[config.mk]
export PLATFORM = sky130hd
export DESIGN_NAME = policy_sorted_job_queue_unit
export DESIGN_NICKNAME = d
export VERILOG_FILES = /design/src/hw/rtl/pjq_pkg.sv /design/src/hw/rtl/pjq_ctrl.sv /design/src/hw/rtl/pjq_datapath.sv /design/src/hw/rtl/policy_sorted_job_queue_unit.sv
export SDC_FILE = /design/constraint.sdc
export NUM_CORES = 2
export LEC_CHECK = 0
export BUFFER_PORTS_ARGS = -buffer_cell sky130_fd_sc_hd__buf_4
export CAP_MARGIN = 20
export CORE_UTILIZATION = 59
export CTS_BUF_LIST = sky130_fd_sc_hd__clkbuf_4 sky130_fd_sc_hd__clkbuf_8
export CTS_CLUSTER_DIAMETER = 80
export DETAILED_ROUTE_END_ITERATION = 7
export PLACE_DENSITY = 0.82
export SYNTH_ARGS = -nofsm -noshare
export SYNTH_HDL_FRONTEND = slang
export SYNTH_SLANG_ARGS = --single-unit
[constraint.sdc]
create_clock -name clock -period 5.62 [get_ports clock]
set_input_delay 1.124 -clock clock [delete_from_list [all_inputs] [get_ports clock]]
set_output_delay 1.124 -clock clock [all_outputs]
set_load 0.01 [all_outputs]
[src/hw/rtl/pjq_pkg.sv]
// Shared types, codes and field widths of the policy sorted job queue.
`default_nettype none

package pjq_pkg;

   localparam int QUEUE_DEPTH_DEF = 16;

   localparam int TAG_W   = 8;
   localparam int CPU_W   = 16;
   localparam int URG_W   = 8;
   localparam int OCC_W   = 5;
   localparam int TOTAL_W = 32;
   localparam int POL_W   = 2;

   localparam int REQ_DATA_W = TAG_W + CPU_W + URG_W;
   localparam int RSP_DATA_W = 2 + TAG_W + CPU_W + URG_W + OCC_W + 1 + 2 * TOTAL_W;

   // Ordering policy codes.
   localparam logic [POL_W-1:0] POL_ARRIVAL  = 2'd0;
   localparam logic [POL_W-1:0] POL_SHORTEST = 2'd1;
   localparam logic [POL_W-1:0] POL_PRIORITY = 2'd2;

   // Request kind codes.
   localparam logic KIND_SUBMIT   = 1'b0;
   localparam logic KIND_DISPATCH = 1'b1;

   typedef struct packed {
      logic load;    // capture the request beat and the per-cell compares
      logic commit;  // update the cells and load the response register
   } pjq_cmd_type;

   typedef struct packed {
      logic out_valid;  // response register holds a beat not yet taken
   } pjq_stat_type;

endpackage

`default_nettype wire

[src/hw/rtl/pjq_ctrl.sv]
// Controller state machine of the job queue: accept a request, then commit it.
`default_nettype none

module pjq_ctrl (
   input  wire                  clock,
   input  wire                  reset,
   input  wire                  req_tvalid,
   output logic                 req_tready,
   input  wire                  rsp_tready,
   input  pjq_pkg::pjq_stat_type stat,
   output pjq_pkg::pjq_cmd_type  cmd
);
   import pjq_pkg::*;

   typedef enum logic [1:0] {
      ST_IDLE = 2'b01,
      ST_BUSY = 2'b10
   } state_type;

   state_type state_ff;
   state_type state_in;
   logic      can_commit;

   assign req_tready = (state_ff == ST_IDLE);
   // The response register is free when empty or when its beat leaves now.
   assign can_commit = !stat.out_valid || rsp_tready;

   always_comb begin
      cmd.load   = 1'b0;
      cmd.commit = 1'b0;
      state_in   = state_ff;
      unique case (state_ff)
         ST_IDLE: begin
            if (req_tvalid) begin
               cmd.load = 1'b1;
               state_in = ST_BUSY;
            end
         end
         ST_BUSY: begin
            if (can_commit) begin
               cmd.commit = 1'b1;
               state_in   = ST_IDLE;
            end
         end
         default: begin
            state_in = ST_IDLE;
         end
      endcase
   end

   always_ff @(posedge clock) begin
      if (reset) begin
         state_ff <= ST_IDLE;
      end else begin
         state_ff <= state_in;
      end
   end

endmodule

`default_nettype wire

[src/hw/rtl/pjq_datapath.sv]
// Datapath of the job queue: cell chain of slots, totals and response register.
`default_nettype none

module pjq_datapath #(
   parameter int QUEUE_DEPTH = pjq_pkg::QUEUE_DEPTH_DEF
) (
   input  wire                               clock,
   input  wire                               reset,
   input  wire                               csr_wr_en,
   input  wire  [pjq_pkg::POL_W-1:0]         csr_wr_data,
   input  wire  [pjq_pkg::REQ_DATA_W-1:0]    req_tdata,
   input  wire  [0:0]                        req_tuser,
   input  pjq_pkg::pjq_cmd_type               cmd,
   output pjq_pkg::pjq_stat_type              stat,
   input  wire                               rsp_tready,
   output logic [pjq_pkg::RSP_DATA_W-1:0]    rsp_tdata
);
   import pjq_pkg::*;

   localparam int CW = $clog2(QUEUE_DEPTH + 1);
   localparam int LG = $clog2(QUEUE_DEPTH);
   localparam logic [CW-1:0] DEPTH_C = CW'(QUEUE_DEPTH);

   // Slot cells, shifted as the queue grows or shrinks.
   logic [TAG_W-1:0] tag_ff [QUEUE_DEPTH];
   logic [CPU_W-1:0] cpu_ff [QUEUE_DEPTH];
   logic [URG_W-1:0] urg_ff [QUEUE_DEPTH];
   logic [TAG_W-1:0] tag_in [QUEUE_DEPTH];
   logic [CPU_W-1:0] cpu_in [QUEUE_DEPTH];
   logic [URG_W-1:0] urg_in [QUEUE_DEPTH];
   logic [TAG_W-1:0] up_tag [QUEUE_DEPTH];
   logic [CPU_W-1:0] up_cpu [QUEUE_DEPTH];
   logic [URG_W-1:0] up_urg [QUEUE_DEPTH];
   logic [TAG_W-1:0] dn_tag [QUEUE_DEPTH];
   logic [CPU_W-1:0] dn_cpu [QUEUE_DEPTH];
   logic [URG_W-1:0] dn_urg [QUEUE_DEPTH];

   logic [CW-1:0]      count_ff;
   logic [CW-1:0]      count_in;
   logic [TOTAL_W-1:0] cpu_total_ff;
   logic [TOTAL_W-1:0] cpu_total_in;
   logic [TOTAL_W-1:0] jobs_total_ff;
   logic [TOTAL_W-1:0] jobs_total_in;
   logic [POL_W-1:0]   policy_ff;

   // Captured request beat.
   logic               kind_ff;
   logic [TAG_W-1:0]   item_tag_ff;
   logic [CPU_W-1:0]   item_cpu_ff;
   logic [URG_W-1:0]   item_urg_ff;
   logic [QUEUE_DEPTH-1:0] gt_ff;
   logic [QUEUE_DEPTH-1:0] gt_in;

   logic [TAG_W-1:0]   req_tag;
   logic [CPU_W-1:0]   req_cpu;
   logic [URG_W-1:0]   req_urg;

   logic [QUEUE_DEPTH-1:0] place;
   logic [QUEUE_DEPTH-1:0] pre [LG+1];
   logic [QUEUE_DEPTH-1:0] shift_up;

   logic               is_full_now;
   logic               do_submit;
   logic               do_dispatch;
   logic [TOTAL_W:0]   cpu_sum_wide;
   logic [31:0]        count_wide;

   logic               res_acc;
   logic               res_hv;
   logic [TAG_W-1:0]   res_tag;
   logic [CPU_W-1:0]   res_cpu;
   logic [URG_W-1:0]   res_urg;

   logic                  out_valid_ff;
   logic [RSP_DATA_W-1:0] rsp_data_ff;

   assign req_tag = req_tdata[TAG_W-1:0];
   assign req_cpu = req_tdata[TAG_W+CPU_W-1:TAG_W];
   assign req_urg = req_tdata[REQ_DATA_W-1:TAG_W+CPU_W];

   // Each waiting cell behind the head compares its key with the incoming job at accept time.
   always_comb begin
      for (int i = 0; i < QUEUE_DEPTH; i++) begin
         gt_in[i] = (i != 0) && (count_ff > CW'(i)) &&
                    (((policy_ff == POL_SHORTEST) && (cpu_ff[i] > req_cpu)) ||
                     ((policy_ff == POL_PRIORITY) && (urg_ff[i] > req_urg)));
      end
   end

   // The new job lands in the first cell whose key is greater, else at the tail.
   always_comb begin
      for (int i = 0; i < QUEUE_DEPTH; i++) begin
         place[i] = gt_ff[i] || (count_ff == CW'(i));
      end
      pre[0] = place;
      for (int l = 0; l < LG; l++) begin
         for (int i = 0; i < QUEUE_DEPTH; i++) begin
            if (i >= (1 << l)) begin
               pre[l+1][i] = pre[l][i] | pre[l][i - (1 << l)];
            end else begin
               pre[l+1][i] = pre[l][i];
            end
         end
      end
      shift_up = {pre[LG][QUEUE_DEPTH-2:0], 1'b0};
   end

   assign is_full_now = (count_ff == DEPTH_C);
   assign do_submit   = cmd.commit && (kind_ff == KIND_SUBMIT) && !is_full_now;
   assign do_dispatch = cmd.commit && (kind_ff == KIND_DISPATCH) && (count_ff != '0);

   always_comb begin
      up_tag[0] = item_tag_ff;
      up_cpu[0] = item_cpu_ff;
      up_urg[0] = item_urg_ff;
      for (int i = 1; i < QUEUE_DEPTH; i++) begin
         up_tag[i] = tag_ff[i-1];
         up_cpu[i] = cpu_ff[i-1];
         up_urg[i] = urg_ff[i-1];
      end
      for (int i = 0; i < QUEUE_DEPTH - 1; i++) begin
         dn_tag[i] = tag_ff[i+1];
         dn_cpu[i] = cpu_ff[i+1];
         dn_urg[i] = urg_ff[i+1];
      end
      dn_tag[QUEUE_DEPTH-1] = tag_ff[QUEUE_DEPTH-1];
      dn_cpu[QUEUE_DEPTH-1] = cpu_ff[QUEUE_DEPTH-1];
      dn_urg[QUEUE_DEPTH-1] = urg_ff[QUEUE_DEPTH-1];
   end

   always_comb begin
      for (int i = 0; i < QUEUE_DEPTH; i++) begin
         priority if (do_submit && shift_up[i]) begin
            tag_in[i] = up_tag[i];
            cpu_in[i] = up_cpu[i];
            urg_in[i] = up_urg[i];
         end else if (do_submit && place[i]) begin
            tag_in[i] = item_tag_ff;
            cpu_in[i] = item_cpu_ff;
            urg_in[i] = item_urg_ff;
         end else if (do_dispatch) begin
            tag_in[i] = dn_tag[i];
            cpu_in[i] = dn_cpu[i];
            urg_in[i] = dn_urg[i];
         end else begin
            tag_in[i] = tag_ff[i];
            cpu_in[i] = cpu_ff[i];
            urg_in[i] = urg_ff[i];
         end
      end
   end

   // Counters, saturating totals and the response fields.
   always_comb begin
      count_in      = count_ff;
      cpu_total_in  = cpu_total_ff;
      jobs_total_in = jobs_total_ff;
      cpu_sum_wide  = {1'b0, cpu_total_ff} + (TOTAL_W + 1)'(item_cpu_ff);
      res_acc       = 1'b0;
      res_hv        = 1'b0;
      res_tag       = '0;
      res_cpu       = '0;
      res_urg       = '0;
      if (kind_ff == KIND_SUBMIT) begin
         res_hv = 1'b1;
         if (!is_full_now) begin
            res_acc      = 1'b1;
            count_in     = count_ff + CW'(1);
            cpu_total_in = cpu_sum_wide[TOTAL_W] ? '1 : cpu_sum_wide[TOTAL_W-1:0];
            if (jobs_total_ff != '1) begin
               jobs_total_in = jobs_total_ff + TOTAL_W'(1);
            end
         end
         if (count_ff == '0) begin
            res_tag = item_tag_ff;
            res_cpu = item_cpu_ff;
            res_urg = item_urg_ff;
         end else begin
            res_tag = tag_ff[0];
            res_cpu = cpu_ff[0];
            res_urg = urg_ff[0];
         end
      end else if (count_ff != '0) begin
         res_acc  = 1'b1;
         res_hv   = 1'b1;
         res_tag  = tag_ff[0];
         res_cpu  = cpu_ff[0];
         res_urg  = urg_ff[0];
         count_in = count_ff - CW'(1);
      end
      count_wide = 32'(count_in);
   end

   always_ff @(posedge clock) begin
      for (int i = 0; i < QUEUE_DEPTH; i++) begin
         tag_ff[i] <= tag_in[i];
         cpu_ff[i] <= cpu_in[i];
         urg_ff[i] <= urg_in[i];
      end
      if (cmd.load) begin
         kind_ff     <= req_tuser[0];
         item_tag_ff <= req_tag;
         item_cpu_ff <= req_cpu;
         item_urg_ff <= req_urg;
         gt_ff       <= gt_in;
      end
      if (cmd.commit) begin
         rsp_data_ff <= {jobs_total_in, cpu_total_in, (count_in == DEPTH_C),
                         count_wide[OCC_W-1:0], res_urg, res_cpu, res_tag,
                         res_hv, res_acc};
      end
   end

   always_ff @(posedge clock) begin
      if (reset) begin
         count_ff      <= '0;
         cpu_total_ff  <= '0;
         jobs_total_ff <= '0;
         policy_ff     <= POL_ARRIVAL;
         out_valid_ff  <= 1'b0;
      end else begin
         if (csr_wr_en) begin
            policy_ff <= csr_wr_data;
         end
         if (cmd.commit) begin
            count_ff      <= count_in;
            cpu_total_ff  <= cpu_total_in;
            jobs_total_ff <= jobs_total_in;
            out_valid_ff  <= 1'b1;
         end else if (rsp_tready) begin
            out_valid_ff <= 1'b0;
         end
      end
   end

   assign stat.out_valid = out_valid_ff;
   assign rsp_tdata      = rsp_data_ff;

endmodule

`default_nettype wire

[src/hw/rtl/policy_sorted_job_queue_unit.sv]
// Top level of the policy sorted job queue: controller plus cell-chain datapath.
//
//  Port group  Dir  Payload (low bit first)
//  req_*       in   tdata: job_tag[7:0] cpu_need[23:8] urgency[31:24]; tuser: kind
//  rsp_*       out  tdata: accepted, head_valid, head_tag, head_cpu, head_urgency,
//                   occupancy, is_full, cpu_sum, submit_count
//  csr_*       in   csr_wr_data: policy
//
// A request is accepted in ST_IDLE, where the accept edge captures the beat and every
// cell's key compare; its commit in ST_BUSY shifts the cell chain and loads the response.
// A response waiting on rsp_tready does not block the next accept; the commit of
// that next request waits until the response register is free.
// Reset (synchronous) empties the queue and clears the totals and the policy.
`default_nettype none

module policy_sorted_job_queue_unit #(
   parameter int QUEUE_DEPTH = pjq_pkg::QUEUE_DEPTH_DEF
) (
   input  wire                            clock,
   input  wire                            reset,
   input  wire                            csr_wr_en,
   input  wire  [pjq_pkg::POL_W-1:0]      csr_wr_data,   // policy
   input  wire                            req_tvalid,
   output logic                           req_tready,
   input  wire  [pjq_pkg::REQ_DATA_W-1:0] req_tdata,     // job_tag, cpu_need, urgency
   input  wire  [0:0]                     req_tuser,     // kind
   output logic                           rsp_tvalid,
   input  wire                            rsp_tready,
   output logic [pjq_pkg::RSP_DATA_W-1:0] rsp_tdata      // accepted .. submit_count
);
   import pjq_pkg::*;

   pjq_cmd_type  cmd;
   pjq_stat_type stat;

   pjq_ctrl u_ctrl (
      .clock      (clock),
      .reset      (reset),
      .req_tvalid (req_tvalid),
      .req_tready (req_tready),
      .rsp_tready (rsp_tready),
      .stat       (stat),
      .cmd        (cmd)
   );

   pjq_datapath #(
      .QUEUE_DEPTH (QUEUE_DEPTH)
   ) u_datapath (
      .clock       (clock),
      .reset       (reset),
      .csr_wr_en   (csr_wr_en),
      .csr_wr_data (csr_wr_data),
      .req_tdata   (req_tdata),
      .req_tuser   (req_tuser),
      .cmd         (cmd),
      .stat        (stat),
      .rsp_tready  (rsp_tready),
      .rsp_tdata   (rsp_tdata)
   );

   assign rsp_tvalid = stat.out_valid;

endmodule

`default_nettype wire

# Word level (Yosys, flattened, before mapping)
# Memory sizes are Yosys's and may differ from the RTL's.
# Cells that the tools add are included.
op_classes:
  add_sub_neg: 4
  n_mul: 0
  div_mod_pow: 0
  order_cmp: 45
  n_eq_ne: 24
  shift: 0
  muxes: 168
  bitwise: 46
  n_reduce_logical: 116
ops:
  columns: ["operator", "count"]
  rows:
  - ["16-bit 2-to-1 mux", 49]
  - ["8-bit 2-to-1 mux", 98]
  - ["16-bit > comparator", 15]
  - ["32-bit 2-to-1 mux", 6]
  - ["8-bit > comparator", 15]
  - ["1-bit logical AND", 79]
  - ["1-bit OR", 45]
  - ["5-bit by 4-bit equality test with 1-bit output, second input constant", 8]
  - ["5-bit by 4-bit > comparator with 1-bit output, second input constant", 8]
  - ["32-bit by 16-bit adder with 33-bit output", 1]
  - ["32-bit by 1-bit adder with 32-bit output, second input constant", 1]
  - ["32-bit != test, second input constant", 1]
  - ["1-bit logical OR", 31]
  - ["5-bit by 3-bit equality test with 1-bit output, second input constant", 4]
  - ["5-bit by 3-bit > comparator with 1-bit output, second input constant", 4]
  - ["5-bit 2-to-1 mux", 3]
  - ["5-bit by 2-bit equality test with 1-bit output, second input constant", 2]
  - ["5-bit equality test, second input constant", 2]
  - ["5-bit by 2-bit > comparator with 1-bit output, second input constant", 2]
  - ["1-bit 2-to-1 mux", 9]
  - ["5-bit by 1-bit adder with 5-bit output, second input constant", 1]
  - ["5-bit by 1-bit equality test with 1-bit output, second input constant", 1]
  - ["5-bit by 1-bit > comparator with 1-bit output, second input constant", 1]
  - ["5-bit zero test", 1]
  - ["12 further kinds", 16]
word_totals:
  ff_bits: 226
  latch_bits: 0
  mem_bits_rw: 512
  romBits: 0
  inputBits: 40
  out_inout_bits: 106
  mem_count: 3
memory_table:
  columns: ["name", "words", "word_bits", "read_ports", "rd_clocked_by_memory_dff", "write_ports", "line_no", "text"]
  rows:
  - ["u_datapath.cpu_ff", 16, 16, 16, 0, 16, "pjq_datapath.sv:26", "logic [CPU_W-1:0] cpu_ff [QUEUE_DEPTH];"]
  - ["u_datapath.tag_ff", 16, 8, 16, 0, 16, "pjq_datapath.sv:25", "logic [TAG_W-1:0] tag_ff [QUEUE_DEPTH];"]
  - ["u_datapath.urg_ff", 16, 8, 16, 0, 16, "pjq_datapath.sv:27", "logic [URG_W-1:0] urg_ff [QUEUE_DEPTH];"]

# Logic depth before layout (Yosys ltp)
logic_depth:
  ltp_word: 9
  mapped_depth: 13

# Cells and area by module
# A second synthesis with hierarchy kept.
hier_totals:
  cells_unflattened: 4210
  hier_area_um2: 44611.5
modules_own_cells:
  columns: ["module", "instances", "cells_each", "area_per_inst_um2"]
  rows:
  - ["pjq_datapath", 1, 4201, 44510.2]
  - ["pjq_ctrl", 1, 9, 101.3]

# Least setup slack after synthesis
# OpenSTA, ideal clock, no wires.
synth_timing:
  path_type: "input -> register"
  startpoint: "in rsp_tready"
  endpoint: "reg u_datapath.cpu_total_ff[24]"
  setup_ps: 121
  arrival_time_ps: 5207
  required_time_ps: 5499
  setup_slack_ps: 293
  path_stages: 7
  n_path_buf: 2
  path_cell_list: "nand2b_1 -> nand2_1 -> inv_1 -> clkbuf_1 -> buf_1 -> a21oi_1 -> a311oi_1"
synth_rtl:
  columns: ["element", "line_no", "text"]
  rows:
  - ["start, declared", "policy_sorted_job_queue_unit.sv:28", "input wire rsp_tready,"]
  - ["end signal, assigned", "pjq_datapath.sv:227", "cpu_total_ff <= cpu_total_in;"]
  - ["end, declared", "pjq_datapath.sv:40", "logic [TOTAL_W-1:0] cpu_total_ff;"]

==> results.env <==
RUN_STATUS='finished clean'
IO_PINS=146
HTREE_NUM_LEVELS=3
WORSTHOLDPATHTYPE='reg2reg'
YOSYS.CELL_TYPES.COUNT=75
INTERNAL-POWER_mW=9.06
DRC=0
POST_SYNTH.CELL_AREA_AVG_UM2=10.7
ANTENNA_FOUND_INITIAL=1
NET_SWITCHING_POWER_mW=2.97
PERIOD_SHARE=0.765
DRTITER0DRC=2741
SYNTHCELLS=4151
WARNING_COUNT_FROM_THE_YOSYS_RUN=0
NUMBER_OF_FLOPS_MAPPED_TO_ENABLE_CELLS_BY_YOSYS=664
POSTCTSRESIZEDCELLS=0
FINAL-HOLD-VIOLATION-COUNT=0
TRITONCTS='yes'
POST-SYNTH-TOP-AREA-CELL='edfxtp_1'
ACHIEVABLE-FREQUENCY_MHz=233
WORST_CLOCK_SKEW_PS=44.5
CLOCK-SINKS=738
AVGVIACOUNTPERCELL=6.32
DEPTH_OF_THE_WORST_REGISTER_TO_REGISTER_PATH=8
GRT_PASS1_WL_MM=179
CRIT_CELLS=8
GRTUSAGEMET1=0.353
GR-USAGE-ALL-LAYERS=0.292
LEAKAGE_nW=17.1
SYNTH_LARGEST_TYPE_AREA_FRACTION=0.449
FINAL_CRITICAL_PATH_TIME_INCLUDING_I_O_DELAYS_AND_SETUP_PS=4300
POSTSYNTH.TOPFLOPCELL='edfxtp_1'
SEQ_POWER_SHARE=0.517
GP_CONGESTION=0.957
FIRST_GLOBAL_VIAS=33700
R2R-END='u_datapath.urg_ff[10][0]'
LARGEST_NET_DEGREE_AT_THE_START_OF_GLOBAL_ROUTING=99
CRITPATHTOPFAMILY='simple AND/OR/NAND/NOR gates'
DRIVE_GT1_FRAC=0.125
MULTI_INPUT_COMB_AREA_UM2=21700
TIMING.HOLD.WORST.START='u_ctrl.state_ff[1]'
FINAL_ANTENNA_NET_COUNT=0
STARTPOINT_TYPE='register'
CRITICAL_PATH.SLOWEST_CELL='or2_2'
USE_MET3=0.0434
SYNTH.TOP_CELLS.BY_COUNT='edfxtp_1 (664), nand2_1 (516), o21ai_0 (461)'
CRITICAL_PATH_REQUIRED_PS=6060
NETLIST_AREA_UM2=44400
TIMING.HOLD.WORST_PATH_DEPTH=2
GRT-BUSIEST-LAYER='met2'
FLOORPLAN.DIE_AREA_UM2=76400
MAXSLEWVIOLCOUNT=0
WORSTHOLDENDPOINT='u_datapath.stat'
CTS-BUFFERS-INSERTED=120
CLK_PIN_SLEW_PS=60
PART_OF_THE_TOTAL_POWER_DISSIPATED_IN_THE_CLOCK_NETWORK=0.408
ARRIVAL_PS=4740
CRIT_PATH_MAX_INCR_DELAY_PS=900
REG2REG_SLACK_PS=1320
TIMING.RR.START='u_datapath.count_ff[0]'
SYNTH_TOP_CELLS_BY_AREA='edfxtp_1 (45%), ha_1 (11%), mux2i_1 (10%)'
CORE_AREA_UM2=74400
SYNTHTOLAYOUTAREAGROWTH_PCT=10.1
ENDPOINT_KIND='register'
DIE-WIDTH_UM=276
CRIT_PATH_MAX_FANOUT=65
DP_HPWL_MM=81.8
POST_CTS.REPAIR.SETUP_BUFFERS=0
INSTANCES_NO_FILL=5299
WHS_PS=495
RSZ0062_AT_GRT='false'
POST-SYNTH-TOP-COUNT-CELL='edfxtp_1'
REPORT.FINAL.SETUP_VIOL=0
POWER-PER-CELL-AREA_nW_PER_UM2=246
GLOBALROUTEMET2UTIL=0.512
VIAS=33500
CLOCK_TREE.BUFFER_DEPTH=3
FINAL-SEQ-AREA_UM2=21400
TIGHTESTPINTRANSITION_PS=1060
POWER.COMBINATIONAL.FRACTION=0.076
POSTLAYOUTCOREUTIL=0.657
POWER.SHARE.SWITCHING=0.247
NETS=4649
GLOBAL_ROUTE.OVERFLOW_TOTAL=0
WORSTPATHBUFFERINVERTERCOUNT=2
SYNTH-SEQ-CELLS=738
CRIT_PATH_CELL_TRACE='inv_1 -> ha_1 -> a31o_2 -> nor2_2 -> o31a_2 -> buf_4 -> or2_2 -> o21ai_0'
CAP_VIOLATIONS=0
POST-LAYOUT-TOTAL-POWER_mW=12.0
FP-ROW-COUNT=100
FIN_SETUP_TNS_PS=0
SYNTHESIS.NETS=4575
PLACE_INST=5066
FIRSTDRTPASSITERS=6
CLOCK_INSERTION_DELAY_WORST_SKEW_PS=770
SETUP.WORST_PATH.CLASS='reg2reg'
INITIAL_UTILIZATION=0.597
CLOCK_TREE.ROOT_CELL='clkbuf_8'
FP.DIEH_UM=276
MAXSLEWHEADROOM=0.296
ROUTE.DETAILED.WL_PER_INST_UM=21.6
FILLER_CELL_COUNT=5676
SHARE_OF_THE_YOSYS_CHIP_AREA_BELONGING_TO_REGISTERS=0.482
DETAIL_ROUTE.WIRELENGTH_MM=114
SYNTH_ASYNC_SR_FLOP_SHARE=0
VDD.IR_DROP.WORST_mV=0.190
CTS_HOLD_BUF=0
PORT_BUFFERS=145
==> placed cells by master (no fill, tap or decap), types with 28 or more instances in the layout <==
cell type  instances
nand2b_1          30
edfxtp_1         664
ha_1             383
nor2b_1           52
mux2i_1          455
clkinv_1          30
a211oi_1          28
inv_1             76
clkbuf_4          33
dfxtp_1           74
a21o_1            75
o21ai_0          457
buf_4            208
nand4_1           89
a21oi_1          205
nor3_1            32
nor2_1           250
nand2_1          513
xnor2_1           52
nand3_1           39
xor2_1            29
o21a_1            38
mux2_2            62
clkbuf_8         128
==> logic make-up (layout without fill, tap and decap cells) <==
logic type | count (synthesis) | after routing | synth area share
simple gates | 1109 | 1109 | 0.112
compound gates | 973 | 973 | 0.128
flops | 738 | 738 | 0.482
mux | 522 | 522 | 0.120
fa+ha+maj | 384 | 384 | 0.108
buf+inv | 344 | 521 | 0.0333
xor+xnor | 81 | 81 | 0.0160
other cells | 0 | 2 | 0
==> how the worst max path moves through the flow <==
stage	startpoint	end	slack [ps]
after floorplan	rsp_tready	u_datapath.cpu_total_ff[24]	290
after global placement	req_tdata[17]	u_datapath.gt_ff[15]	1280
after detailed placement	rsp_tready	u_datapath.cpu_ff[1][27]	1380
after CTS	u_datapath.count_ff[0]	u_datapath.urg_ff[10][0]	1400
after global routing	u_datapath.count_ff[0]	u_datapath.urg_ff[10][0]	990
final	u_datapath.count_ff[0]	u_datapath.urg_ff[10][0]	1320
==> final cells by class <==
type,count,area share
diodes,2,0.000102
flip-flops and latches,738,0.438
inverters,77,0.00596
repair buffers,219,0.0361
clock inverters,64,0.00967
well taps,969,0.0248
clock buffers,161,0.0411
multi-input cells,3069,0.444
==> metal layers <==
layer | routed length, µm | part of all wire
met1 | 46200 | 0.40
met2 | 56900 | 0.50
met3 | 6290 | 0.055
met4 | 4800 | 0.042
met5 | 0 | 0
==> power groups by stage <==
stage	Clock [mW]	Combinational [mW]	Sequential [mW]
3_5_place_dp	0	0.889	6.32
6_report	4.90	0.912	6.21
4_1_cts	4.95	0.897	6.21
3_3_place_gp	0	0.841	6.32
5_1_grt	5.19	1.01	6.22
2_1_floorplan	0	0.642	6.23
==> metrics by stage <==
stage,instance area [µm²],worst slack (ps)
floorplan,44400,293
global placement,46200,1280
detailed placement,46300,1380
CTS,48800,1400
global route,48900,993
finish,48900,1320
==> state kept, by name, indices dropped and copies added, names as in the netlist <==
register and count:
u_datapath.item_urg_ff 8, u_datapath.jobs_total_ff 32, u_datapath.urg_ff 128, u_datapath.cpu_ff 256, u_datapath.cpu_total_ff 32, u_datapath.gt_ff 15, u_ctrl.state_ff 2, u_datapath.tag_ff 128
u_datapath.stat 1, u_datapath.kind_ff 1, u_datapath.item_cpu_ff 16, u_datapath.policy_ff 2, u_datapath.rsp_tdata 104, u_datapath.item_tag_ff 8, u_datapath.count_ff 5
==> worst register-to-register path, cell delays in order (launching register included) <==
cell and delay [ps]:
dfxtp_1 630, inv_1 270, ha_1 360, a31o_2 510, nor2_2 220, o31a_2 290
buf_4 510, or2_2 940, o21ai_0 290
Note: power is estimated with default switching activity, not from simulation.
